--- config.mk ---
export PLATFORM = sky130hd
export DESIGN_NAME = pru_emitter
export DESIGN_NICKNAME = d
export VERILOG_FILES = /design/src/hdl/pixel_row_upscaler_top_assert.svh /design/src/hdl/pru_pkg.sv /design/src/hdl/pru_emitter.sv
export SDC_FILE = /design/constraint.sdc
export NUM_CORES = 1
export LEC_CHECK = 0
export BUFFER_PORTS_ARGS = -buffer_cell sky130_fd_sc_hd__buf_2
export CORE_MARGIN = 2
export CORE_UTILIZATION = 50
export CTS_BUF_LIST = sky130_fd_sc_hd__clkbuf_8
export DETAILED_ROUTE_END_ITERATION = 7
export PLACE_DENSITY_LB_ADDON = 0.15
export SYNTH_ARGS = -nofsm -noshare
export SYNTH_HDL_FRONTEND = slang
export SYNTH_SLANG_ARGS = --single-unit
export TNS_END_PERCENT = 50
--- constraint.sdc ---
create_clock -name clk -period 4.45 [get_ports clk]
set_input_delay 0.89 -clock clk [delete_from_list [all_inputs] [get_ports clk]]
set_output_delay 0.89 -clock clk [all_outputs]
set_load 0.005 [all_outputs]
--- src/hdl/pixel_row_upscaler_top_assert.svh ---
// assertion macros for the pixel row upscaler top level
// expects clk and rst_n in the scope of each use
`ifndef PIXEL_ROW_UPSCALER_TOP_ASSERT_SVH
`define PIXEL_ROW_UPSCALER_TOP_ASSERT_SVH

// consequent must hold in the same cycle as the antecedent
`define PRU_ASSERT_NOW(lbl, ante, cons, msg) \
  lbl: assert property (@(posedge clk) disable iff (!rst_n) (ante) |-> (cons)) \
    else $error(msg);

// consequent must hold in the cycle after the antecedent
`define PRU_ASSERT_NEXT(lbl, ante, cons, msg) \
  lbl: assert property (@(posedge clk) disable iff (!rst_n) (ante) |=> (cons)) \
    else $error(msg);

`endif

--- src/hdl/pru_pkg.sv ---
// shared types and constants of the pixel row upscaler
// no dependencies; used by the top level and the emitter
`timescale 1ns / 1ps

package pru_pkg;

  localparam int MAX_WIDTH_DEF  = 1024;
  localparam int MAX_FACTOR_DEF = 8;
  // most words one item may cause
  localparam int RESULT_LIMIT   = 8;
  // output rows are padded to a multiple of this many bytes
  localparam int PAD_ALIGN      = 4;
  localparam int PAD_MASK       = PAD_ALIGN - 1;

  localparam int FACTOR_W    = 4;
  localparam int WIDTH_CFG_W = 11;
  localparam int CFG_INDEX_W = 4;
  localparam int COUNT_W     = $clog2(RESULT_LIMIT + 1);
  localparam int LEFT_W      = (RESULT_LIMIT > 1) ? $clog2(RESULT_LIMIT) : 1;

  // register indexes
  localparam logic [CFG_INDEX_W-1:0] REG_SCALE_FACTOR = CFG_INDEX_W'(0);
  localparam logic [CFG_INDEX_W-1:0] REG_SOURCE_WIDTH = CFG_INDEX_W'(1);

  // operation codes
  localparam logic OP_PIXEL  = 1'b0;
  localparam logic OP_REPLAY = 1'b1;

  typedef struct packed {
    logic       operation;
    logic [7:0] blue;
    logic [7:0] green;
    logic [7:0] red;
  } in_word_t;

  typedef struct packed {
    logic [7:0] out_blue;
    logic [7:0] out_green;
    logic [7:0] out_red;
    logic       row_end;
    logic [1:0] pad_bytes;
    logic       run_last;
    logic       rejected;
  } out_word_t;

  // one run of identical output words, handed to the emitter
  typedef struct packed {
    logic [7:0]         red;
    logic [7:0]         green;
    logic [7:0]         blue;
    logic [COUNT_W-1:0] count;
    logic               row_end;
    logic [1:0]         pad;
    logic               rejected;
  } pru_job_t;

endpackage

--- src/hdl/pru_emitter.sv ---
// run emitter: sends one pixel count times through a registered output
// depends on pru_pkg
`timescale 1ns / 1ps

module pru_emitter (
  input  logic               clk,
  input  logic               rst_n,
  input  logic               job_valid,
  input  pru_pkg::pru_job_t  job,
  output logic               job_take,
  output logic               out_valid,
  input  logic               out_stall,
  output pru_pkg::out_word_t out_word
);

  logic                       out_valid_r, out_valid_nxt;
  pru_pkg::out_word_t         out_word_r, out_word_nxt;
  logic [pru_pkg::LEFT_W-1:0] run_left_r, run_left_nxt;
  logic                       run_row_end_r, run_row_end_nxt;
  logic [1:0]                 run_pad_r, run_pad_nxt;

  logic take_out;
  logic more;
  logic last_next;

  assign take_out  = out_valid_r && !out_stall;
  assign more      = run_left_r != '0;
  assign last_next = run_left_r == pru_pkg::LEFT_W'(1);
  assign job_take  = job_valid && (!out_valid_r || (take_out && !more));

  always_comb begin
    out_valid_nxt   = out_valid_r;
    out_word_nxt    = out_word_r;
    run_left_nxt    = run_left_r;
    run_row_end_nxt = run_row_end_r;
    run_pad_nxt     = run_pad_r;
    if (take_out && more) begin
      // next copy of the same pixel
      run_left_nxt           = run_left_r - pru_pkg::LEFT_W'(1);
      out_word_nxt.run_last  = last_next;
      out_word_nxt.row_end   = last_next && run_row_end_r;
      out_word_nxt.pad_bytes = (last_next && run_row_end_r) ? run_pad_r : 2'd0;
    end else if (job_take) begin
      out_valid_nxt          = 1'b1;
      run_left_nxt           = pru_pkg::LEFT_W'(job.count - pru_pkg::COUNT_W'(1));
      run_row_end_nxt        = job.row_end;
      run_pad_nxt            = job.pad;
      out_word_nxt.out_blue  = job.blue;
      out_word_nxt.out_green = job.green;
      out_word_nxt.out_red   = job.red;
      out_word_nxt.run_last  = job.count == pru_pkg::COUNT_W'(1);
      out_word_nxt.row_end   = (job.count == pru_pkg::COUNT_W'(1)) && job.row_end;
      out_word_nxt.pad_bytes = ((job.count == pru_pkg::COUNT_W'(1)) && job.row_end) ?
                               job.pad : 2'd0;
      out_word_nxt.rejected  = job.rejected;
    end else if (take_out) begin
      out_valid_nxt = 1'b0;
    end
  end

  always_ff @(posedge clk) begin
    if (!rst_n) begin
      out_valid_r <= 1'b0;
      run_left_r  <= '0;
    end else begin
      out_valid_r <= out_valid_nxt;
      run_left_r  <= run_left_nxt;
    end
  end

  always_ff @(posedge clk) begin
    out_word_r    <= out_word_nxt;
    run_row_end_r <= run_row_end_nxt;
    run_pad_r     <= run_pad_nxt;
  end

  assign out_valid = out_valid_r;
  assign out_word  = out_word_r;

endmodule

==> results.md, run 1 <==
* Status: completed
* Pin count of the biggest net entering global routing at 29
* Post-synth ARST share at 0
* Area leader, netlist: edfxtp_1
* VDD IR max at 350 uV
* TritonRoute pass-1 iters at 4
* Global route total overflow at 0
* CTS tree: done
* Max-slew violation count at 0
* Largest cells by area after synthesis: edfxtp_1 (70%), dfxtp_1 (5.8%), ha_1 (4.5%)
* Drt total wl at 2460 um
* Vias per inst at 5.01
* Setup Viol. Count Final at 0
* Drc violations at 0
* DRT antenna net count at 0
* Syn. warnings at 0
* Final Hold Vio Count at 0
* Yosys top cell area share at 0.699
* Sequential fraction of the synthesis area at 0.757
* Post-CTS sizing at 0
* Die W at 56.4 um
* Buffers on Ports at 66
* Clock tree buffer depth at 2
* Post-CTS Setup Inserts at 0
* Worst reg2reg path depth at 4
* Hold WC Path Type: flop to flop
* Core box area at 2690 um2
* Static Leak at 0.830 nW
* Worst-Skew Late Latency at 0.28 ns
* Synth Instances at 79
* Setup tns final at 0 ns
* Max-slew headroom at 0.265
* Post-synth top flop: edfxtp_1
* Share of post-route cells with drive strength above 1 at 0.529
* RSZ-0062 raised after global routing: no
* Worst Setup Path Type: input port to output port
* Worst hold slack at 0.543 ns
* CTS Root Cell: clkbuf_8
* Initial antenna violation count at 0
* Tcrit/Tclk final at 0.538
* WP data arrival at 1.50 ns
* Wire per inst at 13.4 um
* MaxCap Viol Count at 0
* Post-synth net total at 120
* Post-Syn Area at 1380 um2
* CTS Hold Bufs at 0
* Slew @ Worst Pin at 1.10 ns
* Clock slew at reported path FFs at 0.07 ns
* Post-synth cell types at 28
* DP HPWL at 1890 um
* Number of synthesized register bits at 36
* ANT cells at 0
* Hold path depth at 1
* CP endpoint kind: output port
* CTS buffer count at 5
* Top post-synthesis cells by count: edfxtp_1 (32), ha_1 (5), dfxtp_1 (4), inv_1 (4), o21a_1 (4)
* Initial Util at 0.512
* Nets at 193
* Final Critical Period at 2.39 ns
* Count leader, synth: edfxtp_1
* CTS sink cnt at 36
* H-tree depth at 2
* Fmax at 0.418 GHz
* Post-route cell area at 1830 um2
* Area post-placement at 1740 um2
* PwrDens at 393 nW/um2
* Placer Congestion at 0.828
* GRT Util Overall at 0.172
* Die span in y at 56.4 um
* Fin Clk Skew at 0.00582 ns
* Global-route wire length before repair at 3940 um
* CP Launch Type: input port
* Number of global-route vias before repair at 898
* CP required at 3.56 ns
* Rows at 19
* Fin cells at 184
* Die area at 3190 um2
* DRC marker count from the first detailed-route iteration at 33
* DR vias at 921
* I/O pin cnt at 67
* Layout Area Growth over Synthesis at 33.2%
* Post-synth EDFFs at 32
* Placed cell count at 176
* Syn Area/Cell at 17.4 um2
* Crit-path max FO at 5
## state kept, by name (all words and copies together), names as in the netlist
name and count:
run_pad_r 2, run_left_r 3, run_row_end_r 1, out_word 29, out_valid 1
## critical path, cell delays in order
cell and delay [ns]:
buf_2 0.13, nand4bb_2 0.27, nand2_2 0.10, buf_2 0.11
## where the power goes
group	leakage, nW	internal (mW)	total [mW]	switching, mW
Combinational	0.437	0.0428	0.0899	0.0471
Clock	0.0479	0.109	0.217	0.108
Sequential	0.345	0.404	0.413	0.00869
## cells by family after synthesis
family / after synthesis / share of synthesized area
compound gates: 13 / 0.0755
xor+xnor: 1 / 0.00637
fa+ha+maj: 5 / 0.0455
buf+inv: 4 / 0.0109
flops: 36 / 0.757
mux: 1 / 0.00728
simple gates: 19 / 0.0974
## layout by cell type (no fill, tap or decap), types with 2 or more instances in the layout
cell type  netlist  routed
clkbuf_8         0       5
edfxtp_1        32      32
o21a_1           4       4
clkinv_2         0       2
nand2b_1         3       3
dfxtp_1          4       4
a21o_1           2       2
nor2_1           2       2
a32o_2           2       2
inv_1            4       4
nand3_1          2       2
ha_1             5       5
nand2_1          2       2
buf_2            0      66
## final timing paths
| path | startpoint | to | slack [ns] |
|---|---|---|---|
| min | run_pad_r[0]$_DFFE_PP_ | out_word[2]$_DFFE_PP_ | 0.54 |
| min reg2reg | run_pad_r[0]$_DFFE_PP_ | out_word[2]$_DFFE_PP_ | 0.54 |
| max reg2reg | run_left_r[0]$_SDFFE_PN0P_ | out_word[24]$_DFFE_PP_ | 2.39 |
| max | out_stall | job_take | 2.06 |
## per-layer routing
metal,track usage,vias to the layer above,part of all wire
met5,0,-,0
met2,0.269,43,0.48
met4,0.0850,0,0.022
met3,0.0829,7,0.090
met1,0.197,423,0.41
li1,-,448,-
## final cells by class
class                   instances  area (um2)
clock buffers                   5        68.8
fillers                       200         855
clock inverters                 3        18.8
repair buffers                 66         330
multi-input cells              39         319
inverters                       4        15.0
well taps                      31        38.8
flip-flops and latches         36        1040
## per-stage QoR
stage                util  total power, mW  setup WS [ns]
detailed placement  0.649            0.512           1.89
global route        0.682            0.757           2.03
floorplan               -            0.462           2.28
CTS                 0.682            0.731           2.06
global placement    0.649            0.508           1.95
finish              0.682            0.720           2.06
Power figures use the tool's default switching activity.
==> inputs of run 2 (changes only) <==
--- a/config.mk
+++ b/config.mk
@@ -7,7 +7,7 @@
 export LEC_CHECK = 0
 export BUFFER_PORTS_ARGS = -buffer_cell sky130_fd_sc_hd__buf_2
 export CORE_MARGIN = 2
-export CORE_UTILIZATION = 50
+export CORE_UTILIZATION = 42
 export CTS_BUF_LIST = sky130_fd_sc_hd__clkbuf_8
 export DETAILED_ROUTE_END_ITERATION = 7
 export PLACE_DENSITY_LB_ADDON = 0.15
==> constraint.sdc (replaced) <==
create_clock -name clk -period 2 [get_ports clk]
set_input_delay 0.4 -clock clk [delete_from_list [all_inputs] [get_ports clk]]
set_output_delay 0.4 -clock clk [all_outputs]
set_load 0.005 [all_outputs]
==> run 2 against run 1 <==
Net effect:
- flip-flop and latch count is the same
- routed wire length down 2.6%
- utilization fell by 7.9 points
- sequential power up 120%
- global-route usage fell by 4.1 points
- hold slack lost 0.26 ns
- critical path type is now flop to output port
- largest power group unchanged
==> results.md, run 2 (synthesis gave the netlist of run 1 again) <==
* M1 GR Usage at 0.164
* WP data arrival at 1.32 ns
* Commonest non-fill, non-tap cells in the layout: buf_2 (66), edfxtp_1 (32), inv_1 (6)
* Placer Congestion at 0.754
* CTS buffer count at 5
* GR Layer Usage met3 at 0.0630
* Layout Area Growth over Synthesis at 34.9%
* Die span in y at 61.2 um
* Final Hold Vio Count at 0
* Initial Util at 0.447
* Slew @ Worst Pin at 0.545 ns
* FILL cells at 256
* Drt total wl at 2390 um
* Nets at 195
* Fmax at 0.581 GHz
* Area of the multi-input gates at 319 um2
* ANT cells at 0
* I/O pin cnt at 67
* Worst hold slack at 0.288 ns
* Crit-path max FO at 4
* Max reg flops at 29
* Die W at 61.2 um
* VDD IR max at 424 uV
* Setup Viol. Count Final at 0
* Worst-Skew Late Latency at 0.28 ns
* Busiest grt layer: met2
* RSZ-0062 raised after global routing: no
* Status: completed
* Setup tns final at 0 ns
* DR vias at 898
* Fin cells at 199
* Placed cell count at 191
* Die area at 3750 um2
* Drc violations at 0
* Rows at 20
* Pin count of the biggest net entering global routing at 19
* Global-route wire length before repair at 3330 um
* Clock tree buffer depth at 2
* Hold WC Path Type: input port to flop
* Max-slew headroom at 0.632
* Total power at 1.59 mW
* GRT Util Overall at 0.131
* Worst Setup Path Type: flop to output port
* Post-CTS sizing at 0
* CP Launch Type: flop
* TritonRoute pass-1 iters at 3
* Clock slew at reported path FFs at 0.06 ns
* Number of global-route vias before repair at 743
* H-tree depth at 2
* Final Critical Period at 1.72 ns
* PwrDens at 854 nW/um2
* DP HPWL at 1780 um
* CP required at 1.60 ns
* Routing usage on met2 at 0.179
* Global route total overflow at 0
* DRC marker count from the first detailed-route iteration at 19
* CTS Root Cell: clkbuf_8
* MaxCap Viol Count at 0
* Max-slew violation count at 0
* Tcrit/Tclk final at 0.861
* Finished Core Util at 0.603
* Commonest non-fill, non-tap cell in the layout: buf_2
* CP endpoint kind: output port
* Wire per inst at 12.0 um
* Core box area at 3080 um2
* Fin Clk Skew at 0.00297 ns
* Post-CTS Setup Inserts at 0
* Initial antenna violation count at 0
* Buffers on Ports at 66
* CTS tree: done
* CTS sink cnt at 36
* Static Leak at 0.840 nW
* Vias per inst at 4.51
* CTS Hold Bufs at 0
* Share of post-route cells with drive strength above 1 at 0.516
* Reg area at 1040 um2
* DRT antenna net count at 0
[run 2: worst paths after layout]
kind	slack (ns)	endpoint	cells after the start	startpoint
worst max register to register	0.45	out_word[2]$_DFFE_PP_	6	run_left_r[0]$_SDFFE_PN0P_
worst min register to register	0.54	out_word[3]$_DFFE_PP_	1	run_pad_r[1]$_DFFE_PP_
worst min-delay path	0.29	out_word[0]$_DFFE_PP_	1	job[0]
worst max-delay path	0.28	job_take	5	run_left_r[0]$_SDFFE_PN0P_
[run 2: power breakdown]
group / switching, mW / internal [mW] / total, mW / leakage (nW)
clock network: 0.230 / 0.232 / 0.462 / 0.0482
logic: 0.108 / 0.101 / 0.209 / 0.446
registers: 0.0176 / 0.897 / 0.915 / 0.345
[run 2: layout make-up]
class / instances / share of cell area
Timing Repair Buffer: 68 / 0.186
Tap cell: 44 / 0.0297
Clock inverter: 3 / 0.00607
Clock buffer: 5 / 0.0371
Inverter: 4 / 0.00809
Sequential cell: 36 / 0.561
Multi-Input combinational cell: 39 / 0.172
[run 2: critical path, cell delays in order, from the launching register on]
cell and delay, ns:
dfxtp_1 0.31, inv_1 0.10, ha_1 0.24, nand4bb_2 0.16, nand2_2 0.10, buf_2 0.12
[run 2: per-layer routing]
layer	vias to the layer above	share of wire	routed length, um
met1	400	0.44	1060
li1	450	-	-
met2	43	0.44	1050
met4	0	0.020	49
met3	5	0.098	235
met5	-	0	0
[run 2: metrics by stage]
step	setup WS (ns)	area, um2
floorplan	0.221	1380
global placement	0.503	1780
detailed placement	0.455	1780
CTS	0.260	1860
global route	0.167	1860
finish	0.279	1860
==> inputs of run 3 (changes only) <==
--- a/config.mk
+++ b/config.mk
@@ -7,8 +7,9 @@
 export LEC_CHECK = 0
 export BUFFER_PORTS_ARGS = -buffer_cell sky130_fd_sc_hd__buf_2
 export CORE_MARGIN = 2
-export CORE_UTILIZATION = 42
-export CTS_BUF_LIST = sky130_fd_sc_hd__clkbuf_8
+export CORE_UTILIZATION = 40
+export CTS_BUF_LIST = sky130_fd_sc_hd__clkbuf_16
+export CTS_CLUSTER_SIZE = 16
 export DETAILED_ROUTE_END_ITERATION = 7
 export PLACE_DENSITY_LB_ADDON = 0.15
 export SYNTH_ARGS = -nofsm -noshare
==> run 3 against run 2 <==
Net effect:
- global-route usage rose by 0.66 points
- routed wire length rose by 2.0%
- clock power rose by 48%
- first-iteration DRC count rose by 21%
- register-to-register slack got worse by 0.05 ns
- die area rose by 4.7%
- critical path type unchanged
- largest cell class unchanged
==> results.md, run 3 (synthesis gave the netlist of run 1 again) <==
* Place WS at 0.404 ns
* Layout Area Growth over Synthesis at 38.4%
* DRC marker count from the first detailed-route iteration at 23
* Tcrit/Tclk final at 0.854
* Hold path depth at 1
* R2R setup slack at 0.40 ns
* Die W at 62.6 um
* CP endpoint kind: output port
* Setup tns final at 0 ns
* Placer Congestion at 0.789
* Die span in y at 62.6 um
* Status: completed
* Hold Path Sink: out_word[16]$_DFFE_PP_
* R2R Path Start: run_left_r[0]$_SDFFE_PN0P_
* CTS Root Cell: clkbuf_16
* Rows at 21
* Worst hold slack at 0.307 ns
* Switch share at 0.202
* Clock slew at reported path FFs at 0.05 ns
* Global route total overflow at 0
* Part of the power in registers at 0.508
* Crit path max-delay family: flip-flops
* RSZ-0062 raised after global routing: no
* Number of global-route vias before repair at 885
* Pin count of the biggest net entering global routing at 29
* CP required at 1.60 ns
* Max reg flops at 29
* Highest Signal Layer: met4
* Cells along the critical path: inv_1, ha_1, nand4bb_2, nand2_2, buf_2
* Final Critical Period at 1.71 ns
* Static Leak at 0.851 nW
* R2r endpoint: out_word[24]$_DFFE_PP_
* Crit. Startpoint: run_left_r[0]$_SDFFE_PN0P_
* Post-CTS sizing at 0
* CTS tree: done
* Critical Path Max Stage Delay at 0.31 ns
* WL met3 at 144 um
* Clock power share at 0.379
* Finished Core Util at 0.575
* I/O pin cnt at 67
* Initial antenna violation count at 0
* PwrDens at 949 nW/um2
* FILL cells at 295
* Max-slew violation count at 0
* Met1 wire length at 985 um
* CTS buffer count at 5
* P_sw at 0.366 mW
* Buf/Inv on CP at 2
* HP Start: job[19]
* Comb power frac at 0.112
* Total power at 1.81 mW
* Slowest-stage cell, CP: dfxtp_1
* TritonRoute pass-1 iters at 4
* ANT cells at 0
* Fmax at 0.585 GHz
* Vias per inst at 4.46
* Fin cells at 199
* Global-route wire length before repair at 4000 um
* Post-route cell area at 1900 um2
* Post-CTS Setup Inserts at 0
* Wire per inst at 12.3 um
* DP HPWL at 1960 um
* MaxCap Viol Count at 0
* Area post-placement at 1770 um2
* CTS Hold Bufs at 0
* Worst Setup Path Type: flop to output port
* Die area at 3920 um2
* Initial Util at 0.415
* Worst-Skew Late Latency at 0.27 ns
* Crit-path max FO at 4
* Worst reg2reg path depth at 5
* Commonest non-fill, non-tap cells in the layout: buf_2 (66), edfxtp_1 (32), ha_1 (5), clkbuf_16 (5)
* Int Pwr at 1.44 mW
* DRT antenna net count at 0
* Setup Viol. Count Final at 0
* Buffers on Ports at 66
* GRT Util Overall at 0.137
* Max-slew headroom at 0.637
* CP Launch Type: flop
* Slew @ Worst Pin at 0.537 ns
* Core box area at 3310 um2
* Clock tree buffer depth at 2
* Placed cell count at 192
* Metal2 WL at 1300 um
* Drt total wl at 2440 um
* DR vias at 888
* Share of post-route cells with drive strength above 1 at 0.516
* Final Hold Vio Count at 0
* Fin Clk Skew at 0.00473 ns
* Commonest non-fill, non-tap cell in the layout: buf_2
* Drc violations at 0
* Hold WC Path Type: input port to flop
* VDD IR max at 600 uV
* Nets at 194
* WP data arrival at 1.31 ns
* Final WS setup at 0.292 ns
* H-tree depth at 2
* CTS sink cnt at 36
==> run 3: cell count changes in the layout (fill, tap and decap cells not counted), sizes merged <==
cell / previous run / this run
buf: 68 / 67
clkinv: 1 / 2
inv: 6 / 4
==> run 3: power by group through the flow <==
stage / Combinational, mW / Sequential, mW / Clock, mW
finish: 0.203 / 0.918 / 0.685
global route: 0.229 / 0.925 / 0.735
CTS: 0.207 / 0.919 / 0.705
detailed placement: 0.207 / 0.933 / 0
global placement: 0.203 / 0.932 / 0
floorplan: 0.0855 / 0.941 / 0
==> run 3: final cells by class <==
type                            instances  area [um2]  share of cell area
Clock buffer                            5         125              0.0657
Timing Repair Buffer                   67         338               0.178
Sequential cell                        36        1040               0.547
Tap cell                               46        57.6              0.0302
Multi-Input combinational cell         39         319               0.168
Inverter                                4        15.0             0.00789
Clock inverter                          2        7.51             0.00394
==> run 3: metal layers <==
| layer | GRT usage | up-vias |
|---|---|---|
| li1 | - | 448 |
| met1 | 0.156 | 407 |
| met2 | 0.238 | 31 |
| met3 | 0.0432 | 2 |
| met4 | 0.0583 | 0 |
| met5 | 0 | - |
==> run 3: how the worst max path moves through the flow <==
stage	endpoint	slack [ns]	depth (start not counted)
2_1_floorplan	out_word[0]$_DFFE_PP_	0.22	4
3_3_place_gp	out_word[24]$_DFFE_PP_	0.46	4
3_5_place_dp	out_word[13]$_DFFE_PP_	0.40	5
4_1_cts	job_take	0.28	5
5_1_grt	job_take	0.20	5
6_report	job_take	0.29	5
